### src/rtl/qse_pkg.sv
package qse_pkg;

    // One pin sample or one timestamp sample
    typedef struct packed {
        logic        mode;
        logic        pin_a;
        logic        pin_b;
        logic [15:0] time_us;
    } sample_t;

    // One result word
    typedef struct packed {
        logic signed [31:0] position;
        logic               speed_updated;
        logic signed [31:0] raw_speed;
        logic signed [31:0] filtered_speed;
    } result_t;

    // Classified work passed from front to back
    typedef struct packed {
        logic signed [31:0] position;
        logic               close;
        logic signed [15:0] delta;
        logic [15:0]        elapsed;
    } cmd_t;

    // Queue status seen by front and back
    typedef struct packed {
        logic full;
        logic empty;
    } qstat_t;

    // Input mode codes
    localparam logic ModePin  = 1'b0;
    localparam logic ModeTime = 1'b1;

    // Configuration register indexes
    localparam logic CfgWindowUs      = 1'b0;
    localparam logic CfgSmoothingGain = 1'b1;

    localparam logic [15:0] WindowUsReset      = 16'd1415;
    localparam logic [15:0] SmoothingGainReset = 16'd6554;

    // Counts per second per count per microsecond
    localparam logic [19:0] ScaleCount = 20'd1000000;

    // Dividend width: 32768 * 1e6 < 2**35
    localparam int QuotW    = 35;
    localparam int DivSteps = QuotW;
    localparam int DivCntW  = 6;

endpackage

### src/rtl/qse_front.sv
module qse_front (
    input  logic              clk,
    input  logic              rst_n,
    input  logic              push,
    input  qse_pkg::sample_t  sample,
    input  logic [15:0]       window_us,
    input  qse_pkg::qstat_t   qstat,
    output logic              q_push,
    output qse_pkg::cmd_t     cmd
);

    logic [31:0] position_reg, position_next;
    logic        prev_a_reg, prev_a_next;
    logic        prev_b_reg, prev_b_next;
    logic [15:0] win_start_reg, win_start_next;
    logic [15:0] win_pos_reg, win_pos_next;

    logic        fwd;
    logic        bwd;
    logic [15:0] elapsed;
    logic [15:0] need;
    logic        close;

    assign q_push = push && !qstat.full;

    // x4 decode and window check
    always_comb
    begin
        position_next  = position_reg;
        prev_a_next    = prev_a_reg;
        prev_b_next    = prev_b_reg;
        win_start_next = win_start_reg;
        win_pos_next   = win_pos_reg;
        fwd            = sample.pin_a ^ prev_b_reg;
        bwd            = prev_a_reg ^ sample.pin_b;
        elapsed        = sample.time_us - win_start_reg;
        need           = (window_us == 16'd0) ? 16'd1 : window_us;
        close          = 1'b0;
        if (sample.mode == qse_pkg::ModePin)
        begin
            if (fwd && !bwd)
                position_next = position_reg + 32'd1;
            else if (!fwd && bwd)
                position_next = position_reg - 32'd1;
            prev_a_next = sample.pin_a;
            prev_b_next = sample.pin_b;
        end
        else if (elapsed >= need)
        begin
            close          = 1'b1;
            win_start_next = sample.time_us;
            win_pos_next   = position_reg[15:0];
        end
    end

    // Word handed to the back end
    always_comb
    begin
        cmd.position = $signed(position_next);
        cmd.close    = close;
        cmd.delta    = $signed(position_reg[15:0] - win_pos_reg);
        cmd.elapsed  = elapsed;
    end

    always_ff @(posedge clk or negedge rst_n)
    begin
        if (!rst_n)
        begin
            position_reg  <= '0;
            prev_a_reg    <= 1'b0;
            prev_b_reg    <= 1'b0;
            win_start_reg <= '0;
            win_pos_reg   <= '0;
        end
        else if (q_push)
        begin
            position_reg  <= position_next;
            prev_a_reg    <= prev_a_next;
            prev_b_reg    <= prev_b_next;
            win_start_reg <= win_start_next;
            win_pos_reg   <= win_pos_next;
        end
    end

endmodule

### src/rtl/qse_queue.sv
module qse_queue #(
    parameter int Depth = 4
) (
    input  logic            clk,
    input  logic            rst_n,
    input  logic            wr,
    input  qse_pkg::cmd_t   wr_data,
    input  logic            rd,
    output qse_pkg::cmd_t   rd_data,
    output qse_pkg::qstat_t qstat
);

    localparam int PtrW = (Depth > 1) ? $clog2(Depth) : 1;
    localparam int CntW = $clog2(Depth + 1);

    qse_pkg::cmd_t   mem_reg [Depth];
    logic [PtrW-1:0] wr_ptr_reg, wr_ptr_next;
    logic [PtrW-1:0] rd_ptr_reg, rd_ptr_next;
    logic [CntW-1:0] count_reg, count_next;

    assign qstat.full  = (count_reg == CntW'(Depth));
    assign qstat.empty = (count_reg == '0);
    assign rd_data     = mem_reg[rd_ptr_reg];

    // Pointer and fill count update
    always_comb
    begin
        wr_ptr_next = wr_ptr_reg;
        rd_ptr_next = rd_ptr_reg;
        count_next  = count_reg;
        if (wr)
            wr_ptr_next = (wr_ptr_reg == PtrW'(Depth - 1)) ? '0 : wr_ptr_reg + 1'b1;
        if (rd)
            rd_ptr_next = (rd_ptr_reg == PtrW'(Depth - 1)) ? '0 : rd_ptr_reg + 1'b1;
        if (wr && !rd)
            count_next = count_reg + 1'b1;
        else if (rd && !wr)
            count_next = count_reg - 1'b1;
    end

    always_ff @(posedge clk or negedge rst_n)
    begin
        if (!rst_n)
        begin
            wr_ptr_reg <= '0;
            rd_ptr_reg <= '0;
            count_reg  <= '0;
        end
        else
        begin
            wr_ptr_reg <= wr_ptr_next;
            rd_ptr_reg <= rd_ptr_next;
            count_reg  <= count_next;
        end
    end

    // Storage
    always_ff @(posedge clk)
    begin
        if (wr)
            mem_reg[wr_ptr_reg] <= wr_data;
    end

endmodule

### src/rtl/qse_back.sv
module qse_back (
    input  logic             clk,
    input  logic             rst_n,
    input  qse_pkg::qstat_t  qstat,
    input  qse_pkg::cmd_t    cmd,
    output logic             q_pop,
    input  logic [15:0]      smoothing_gain,
    input  logic             pop,
    output logic             empty,
    output qse_pkg::result_t result
);

    typedef enum logic [7:0] {
        S_IDLE  = 8'b0000_0001,
        S_SCALE = 8'b0000_0010,
        S_DIV   = 8'b0000_0100,
        S_SAT   = 8'b0000_1000,
        S_FLO   = 8'b0001_0000,
        S_FHI   = 8'b0010_0000,
        S_FSUM  = 8'b0100_0000,
        S_EMIT  = 8'b1000_0000
    } state_t;

    state_t                     state_reg, state_next;
    logic signed [31:0]         pos_reg, pos_next;
    logic                       close_reg, close_next;
    logic                       neg_reg, neg_next;
    logic [15:0]                mag_reg, mag_next;
    logic [15:0]                den_reg, den_next;
    logic [qse_pkg::QuotW-1:0]  num_reg, num_next;
    logic [15:0]                rem_reg, rem_next;
    logic [qse_pkg::DivCntW-1:0] cnt_reg, cnt_next;
    logic signed [31:0]         raw_reg, raw_next;
    logic signed [47:0]         acc_reg, acc_next;
    logic signed [48:0]         diff_reg, diff_next;
    logic signed [42:0]         plo_reg, plo_next;
    logic signed [42:0]         phi_reg, phi_next;
    qse_pkg::result_t           res_reg, res_next;
    logic                       res_valid_reg, res_valid_next;

    logic [35:0]        scaled;
    logic [16:0]        shifted;
    logic               qbit;
    logic signed [31:0] sat;
    logic signed [25:0] mul_a;
    logic signed [16:0] mul_b;
    logic signed [42:0] mul_p;
    logic signed [67:0] sum;

    assign empty  = !res_valid_reg;
    assign result = res_reg;

    // Shared filter multiplier, one half of the difference per step
    always_comb
    begin
        mul_b = $signed({1'b0, smoothing_gain});
        if (state_reg == S_FLO)
            mul_a = $signed({1'b0, diff_reg[24:0]});
        else
            mul_a = $signed({{2{diff_reg[48]}}, diff_reg[48:25]});
        mul_p = mul_a * mul_b;
    end

    // Datapath pieces
    always_comb
    begin
        scaled  = mag_reg * qse_pkg::ScaleCount;
        shifted = {rem_reg, num_reg[qse_pkg::QuotW-1]};
        qbit    = (shifted >= {1'b0, den_reg});
        if (!neg_reg)
            sat = (num_reg[qse_pkg::QuotW-1:31] != '0) ? 32'sh7FFF_FFFF
                                                      : $signed(num_reg[31:0]);
        else
            sat = (num_reg[qse_pkg::QuotW-1:31] != '0) ? 32'sh8000_0000
                                                      : $signed(-num_reg[31:0]);
        sum = ($signed({phi_reg, 25'd0})) + 68'(plo_reg);
    end

    // Sequencer
    always_comb
    begin
        state_next     = state_reg;
        pos_next       = pos_reg;
        close_next     = close_reg;
        neg_next       = neg_reg;
        mag_next       = mag_reg;
        den_next       = den_reg;
        num_next       = num_reg;
        rem_next       = rem_reg;
        cnt_next       = cnt_reg;
        raw_next       = raw_reg;
        acc_next       = acc_reg;
        diff_next      = diff_reg;
        plo_next       = plo_reg;
        phi_next       = phi_reg;
        res_next       = res_reg;
        res_valid_next = res_valid_reg;
        q_pop          = 1'b0;

        if (pop && res_valid_reg)
            res_valid_next = 1'b0;

        case (state_reg)
            S_IDLE:
            begin
                if (!qstat.empty)
                begin
                    q_pop      = 1'b1;
                    pos_next   = cmd.position;
                    close_next = cmd.close;
                    neg_next   = cmd.delta[15];
                    mag_next   = cmd.delta[15] ? 16'(-cmd.delta) : 16'(cmd.delta);
                    den_next   = cmd.elapsed;
                    state_next = cmd.close ? S_SCALE : S_EMIT;
                end
            end
            S_SCALE:
            begin
                num_next   = scaled[qse_pkg::QuotW-1:0];
                rem_next   = '0;
                cnt_next   = '0;
                state_next = S_DIV;
            end
            S_DIV:
            begin
                // Restoring division, one quotient bit a cycle
                rem_next = qbit ? 16'(shifted - {1'b0, den_reg}) : shifted[15:0];
                num_next = {num_reg[qse_pkg::QuotW-2:0], qbit};
                cnt_next = cnt_reg + 1'b1;
                if (cnt_reg == qse_pkg::DivCntW'(qse_pkg::DivSteps - 1))
                    state_next = S_SAT;
            end
            S_SAT:
            begin
                raw_next   = sat;
                diff_next  = $signed({sat, 16'd0}) - 49'(acc_reg);
                state_next = S_FLO;
            end
            S_FLO:
            begin
                plo_next   = mul_p;
                state_next = S_FHI;
            end
            S_FHI:
            begin
                phi_next   = mul_p;
                state_next = S_FSUM;
            end
            S_FSUM:
            begin
                // Step is floor(diff * gain / 65536)
                acc_next   = acc_reg + $signed(sum[63:16]);
                state_next = S_EMIT;
            end
            S_EMIT:
            begin
                if (!res_valid_reg || pop)
                begin
                    res_next.position       = pos_reg;
                    res_next.speed_updated  = close_reg;
                    res_next.raw_speed      = raw_reg;
                    res_next.filtered_speed = acc_reg[47:16];
                    res_valid_next          = 1'b1;
                    state_next              = S_IDLE;
                end
            end
            default:
            begin
                state_next = S_IDLE;
            end
        endcase
    end

    always_ff @(posedge clk or negedge rst_n)
    begin
        if (!rst_n)
        begin
            state_reg     <= S_IDLE;
            raw_reg       <= '0;
            acc_reg       <= '0;
            res_valid_reg <= 1'b0;
        end
        else
        begin
            state_reg     <= state_next;
            raw_reg       <= raw_next;
            acc_reg       <= acc_next;
            res_valid_reg <= res_valid_next;
        end
    end

    // Payload registers
    always_ff @(posedge clk)
    begin
        pos_reg   <= pos_next;
        close_reg <= close_next;
        neg_reg   <= neg_next;
        mag_reg   <= mag_next;
        den_reg   <= den_next;
        num_reg   <= num_next;
        rem_reg   <= rem_next;
        cnt_reg   <= cnt_next;
        diff_reg  <= diff_next;
        plo_reg   <= plo_next;
        phi_reg   <= phi_next;
        res_reg   <= res_next;
    end

endmodule

### src/rtl/quadrature_speed_estimator.sv
// Channel   Handshake          Word
// sample    push / full        qse_pkg::sample_t (pin sample or timestamp)
// result    pop / empty        qse_pkg::result_t (one per sample, in order)
// config    cfg_valid/ready    cfg_index selects window_us or smoothing_gain
//
// A pin sample or a timestamp that leaves the window open passes the queue
// and the back end's idle and emit states; one that closes a window also
// passes scaling, the 35-step restoring divider, saturation and the two-step
// filter multiply and sum. Reset clears control and filter state at once,
// not payload storage; no clearing pass. QueueDepth samples are taken while
// the back end is busy; a held result stalls it only at its result register.
module quadrature_speed_estimator #(
    parameter int QueueDepth = 4
) (
    input  logic             clk,
    input  logic             rst_n,
    input  logic             push,
    output logic             full,
    input  qse_pkg::sample_t sample,
    output logic             empty,
    input  logic             pop,
    output qse_pkg::result_t result,
    input  logic             cfg_valid,
    output logic             cfg_ready,
    input  logic             cfg_index,
    input  logic [15:0]      cfg_data
);

    logic [15:0]     window_us_reg;
    logic [15:0]     gain_reg;
    logic            q_push;
    logic            q_pop;
    qse_pkg::cmd_t   cmd_in;
    qse_pkg::cmd_t   cmd_out;
    qse_pkg::qstat_t qstat;

    assign cfg_ready = 1'b1;
    assign full      = qstat.full;

    // Configuration registers
    always_ff @(posedge clk or negedge rst_n)
    begin
        if (!rst_n)
        begin
            window_us_reg <= qse_pkg::WindowUsReset;
            gain_reg      <= qse_pkg::SmoothingGainReset;
        end
        else if (cfg_valid && cfg_ready)
        begin
            case (cfg_index)
                qse_pkg::CfgWindowUs:      window_us_reg <= cfg_data;
                qse_pkg::CfgSmoothingGain: gain_reg      <= cfg_data;
                default:                   window_us_reg <= window_us_reg;
            endcase
        end
    end

    qse_front u_front (
        .clk       (clk),
        .rst_n     (rst_n),
        .push      (push),
        .sample    (sample),
        .window_us (window_us_reg),
        .qstat     (qstat),
        .q_push    (q_push),
        .cmd       (cmd_in)
    );

    qse_queue #(
        .Depth (QueueDepth)
    ) u_queue (
        .clk     (clk),
        .rst_n   (rst_n),
        .wr      (q_push),
        .wr_data (cmd_in),
        .rd      (q_pop),
        .rd_data (cmd_out),
        .qstat   (qstat)
    );

    qse_back u_back (
        .clk            (clk),
        .rst_n          (rst_n),
        .qstat          (qstat),
        .cmd            (cmd_out),
        .q_pop          (q_pop),
        .smoothing_gain (gain_reg),
        .pop            (pop),
        .empty          (empty),
        .result         (result)
    );

    // Back end never takes from an empty queue
    a_no_underflow : assert property (@(posedge clk) disable iff (!rst_n)
        q_pop |-> !qstat.empty)
        else $error("queue read while empty");

    // Front end never writes a full queue
    a_no_overflow : assert property (@(posedge clk) disable iff (!rst_n)
        q_push |-> !qstat.full)
        else $error("queue written while full");

    // Only a timestamp sample closes a window
    a_close_is_time : assert property (@(posedge clk) disable iff (!rst_n)
        (q_push && cmd_in.close) |-> (sample.mode == qse_pkg::ModeTime))
        else $error("window closed by a pin sample");

endmodule

### config.mk
export PLATFORM = sky130hd
export DESIGN_NAME = quadrature_speed_estimator
export DESIGN_NICKNAME = d
export VERILOG_FILES = /design/src/rtl/qse_pkg.sv /design/src/rtl/qse_front.sv /design/src/rtl/qse_queue.sv /design/src/rtl/qse_back.sv /design/src/rtl/quadrature_speed_estimator.sv
export SDC_FILE = /design/constraint.sdc
export NUM_CORES = 2
export LEC_CHECK = 0
export ABC_AREA = 1
export CORE_AREA = 10 10 361 363
export CTS_CLUSTER_DIAMETER = 200
export DETAILED_ROUTE_END_ITERATION = 8
export DIE_AREA = 0 0 371 373
export DONT_BUFFER_PORTS = 1
export MAX_ROUTING_LAYER = met4
export PLACE_DENSITY = 0.67
export SLEW_MARGIN = 5
export SYNTH_ARGS = -nofsm -noshare
export SYNTH_HDL_FRONTEND = slang
export SYNTH_SLANG_ARGS = --single-unit
### constraint.sdc
create_clock -name clk -period 14.9 [get_ports clk]
set_clock_uncertainty 0.05 [all_clocks]
set_input_delay 1.49 -clock clk [delete_from_list [all_inputs] [get_ports clk]]
set_output_delay 1.49 -clock clk [all_outputs]
set_load 0.03 [all_outputs]
==> flow_metrics.py <==
metrics = {
    "worst_setup_path": {
        "worstPathArrival_ns": 9.26,
        "crit_type": "flop to flop",
        "reg2reg_to": "u_back.phi_reg[30]",
        "required_ns": 15.31,
        "crit_path_start_kind": "flop",
        "slowest_delay_ns": 0.59,
        "critPathMostFrequentCell": "fa_1",
        "cpMaxStageDelayCell": "fa_1",
        "cp_max_fo": 48,
        "r2r-start": "u_back.state_reg[3]",
        "r2r_cells": 27,
        "endpoint_kind": "flop",
        "reg2reg_slack_ns": 6.05,
    },
    "global_routing": {
        "grt_max_degree": 195,
        "grt_pass1_vias": 45974,
        "antenna_found_initial": 2,
        "overflow": 0,
        "track_usage": 0.255,
        "grt_pass1_wl_um": 269000,
    },
    "timing": {
        "finalCriticalPeriod_ns": 8.85,
        "hold_viol": 0,
        "tightestPinTransition_ns": 1.07,
        "drv_slew": 0,
        "rsz0062_at_grt": "false",
        "fmax_mhz": 113,
        "final.period_utilization": 0.594,
        "setup_tns_ns": 0,
        "setup_viol": 0,
        "slew_headroom": 0.284,
    },
    "synthesis": {
        "synth_top_family_by_area": "adder cells",
        "yosys_register_bits": 789,
        "synthXorXnorAreaFrac": 0.0381,
        "synth_cells": 6855,
        "synthesis.area_mm2": 0.0611,
        "seq_area_frac_synth": 0.372,
        "syn-num-nets": 7758,
        "postSynth.asyncResetShare": 0.246,
        "syn_avg_cell_area_um2": 8.91,
        "synth-simple-area-share": 0.170,
        "ys.flop_type": "edfxtp_1",
        "synth-edff-count": 595,
        "synth_adder_area_share": 0.234,
        "post_synth_num_cell_types": 79,
        "synth_compound_area_frac": 0.0985,
        "synthMuxAreaShare": 0.000553,
        "yosys_warnings": 0,
    },
    "clocking": {
        "cts_resized": 0,
        "cts_root_buffer": "clkbuf_16",
        "clk_pin_slew_ns": 0.06,
        "hold_buffers": 0,
        "cts.sinks": 789,
        "post_cts_buffers": 0,
        "clk_path_buf_depth": 3,
        "cts_made_buffers": 85,
        "clock_latency_ns": 0.74,
        "htree_levels": 3,
        "cts_tree": "done",
    },
    "route": {
        "drt_wl_total_um": 173000,
        "drc": 0,
        "vias": 46252,
        "via_per_inst": 5.42,
        "drt_iter0_markers": 4011,
        "wl_per_cell_um": 20.3,
        "drtAntennaViolNets": 0,
        "first_pass_iters": 6,
    },
    "layout": {
        "drive_gt1_frac": 0.0505,
        "layout_common_cells": "nand2_1 (1277), inv_1 (1179), nor2_1 (771)",
        "largest_reg_flops": 260,
        "final_common_cell": "nand2_1",
        "syn_to_final_growth_pct": 7.53,
        "nets": 7719,
    },
    "floorplan": {
        "die_area_mm2": 0.138,
        "die_w_um": 371,
        "rows": 129,
        "core_area_mm2": 0.123,
        "die_h_um": 373,
        "start_util": 0.497,
        "io_pins": 141,
    },
    "outcome": {
        "status": "completed",
    },
    "placed_design": {
        "dp_hpwl_um": 135000,
        "numPortBuffers": 0,
        "place.gp.congestion": 0.996,
    },
    "worst_hold_path": {
        "hold_path_class": "flop to flop",
        "min_from": "u_back.pos_reg[0]",
        "whs_path_depth": 0,
        "hold-path-endpoint": "u_back.result[65]",
    },
    "job": {
        "cap_viol_max_count": 0,
    },
}
Yosys cell counts, drive strengths merged, types with 3 or more instances:
cell	number	area share
edfxtp	595	0.29
a21oi	300	0.025
a211oi	6	0.00082
a21o	41	0.0050
a32oi	4	0.00057
o21ai	510	0.044
xnor2	90	0.013
nand3	220	0.018
o22ai	48	0.0049
fa	466	0.15
and2	6	0.00061
or2	44	0.0046
nor3	73	0.0065
buf	64	0.0060
a31o	3	0.00043
o22a	10	0.0015
o21bai	34	0.0042
a21boi	9	0.0011
dfrtp	180	0.074
clkinv	10	0.00063
o31ai	9	0.0011
inv	1199	0.074
nand4	56	0.0061
nor2	790	0.049
o41ai	5	0.00072
a31oi	38	0.0039
dfstp	14	0.0060
o21a	13	0.0016
clkbuf	99	0.0061
nand2	1290	0.080
ha	396	0.081
nand3b	9	0.0012
xor2	170	0.025
o211ai	11	0.0015
nor4	26	0.0030
mux2	3	0.00055
worst max-delay path, delay by kind of cell (launching register included):
family                     cells  cell delay (ns)
adders and majority gates      7             3.53
xor gates and xnor gates       1             0.37
AOI/OAI and AO/OA              3             0.55
buffers and inverters          8             1.56
and+or+nand+nor                8             2.05
DFF                            1             0.41
how the worst max path moves through the flow:
stage	depth (start not counted)	to	start
CTS	28	u_back.phi_reg[32]	u_back.state_reg[3]
global placement	30	u_back.phi_reg[32]	u_back.state_reg[3]
finish	27	u_back.phi_reg[30]	u_back.state_reg[3]
detailed placement	28	u_back.phi_reg[32]	u_back.state_reg[3]
global route	28	u_back.phi_reg[32]	u_back.state_reg[3]
floorplan	31	u_back.phi_reg[29]	u_back.state_reg[3]
per-stage QoR:
| step | cells | setup slack [ns] | cell area (um2) | util | hold slack (ns) |
|---|---|---|---|---|---|
| after global routing | 8525 | 5.47 | 65700 | 0.534 | 0.374 |
| after global placement | 8366 | 6.10 | 62800 | 0.510 | 0.353 |
| after CTS | 8525 | 6.07 | 65700 | 0.534 | 0.372 |
| final | 8526 | 6.05 | 65700 | 0.534 | 0.371 |
| after floorplan | 6855 | 8.11 | 61100 | - | 0.350 |
| after detailed placement | 8366 | 6.16 | 62800 | 0.510 | 0.356 |
routing by layer:
| metal | global-route usage | vias to the layer above | routed length, um |
|---|---|---|---|
| met5 | - | - | 0 |
| met4 | 0.0638 | 0 | 4460 |
| met3 | 0.0363 | 254 | 11400 |
| met2 | 0.394 | 1536 | 79100 |
| met1 | 0.352 | 22420 | 78300 |
| li1 | - | 22042 | - |
cell families after synthesis:
kind of cell,Yosys count
flip-flops,789
other,1
buffers and inverters,1372
AO/OA/AOI/OAI,1050
XOR/XNOR,260
AND/OR/NAND/NOR,2518
adder cells (fa/ha/maj),862
multiplexers,3
cell type report:
class	count	area [um2]
diodes	1	2.50
clock buffers	112	2350
repair buffers	37	278
flip-flops and latches	789	22700
clock inverters	47	569
inverters	1209	4550
multi-input cells	4694	33100
fillers	11333	57300
well taps	1637	2050
Power is left out: the tool's default activity adds up to more than one toggle a clock period on the data nets, which glitch-free logic cannot reach.
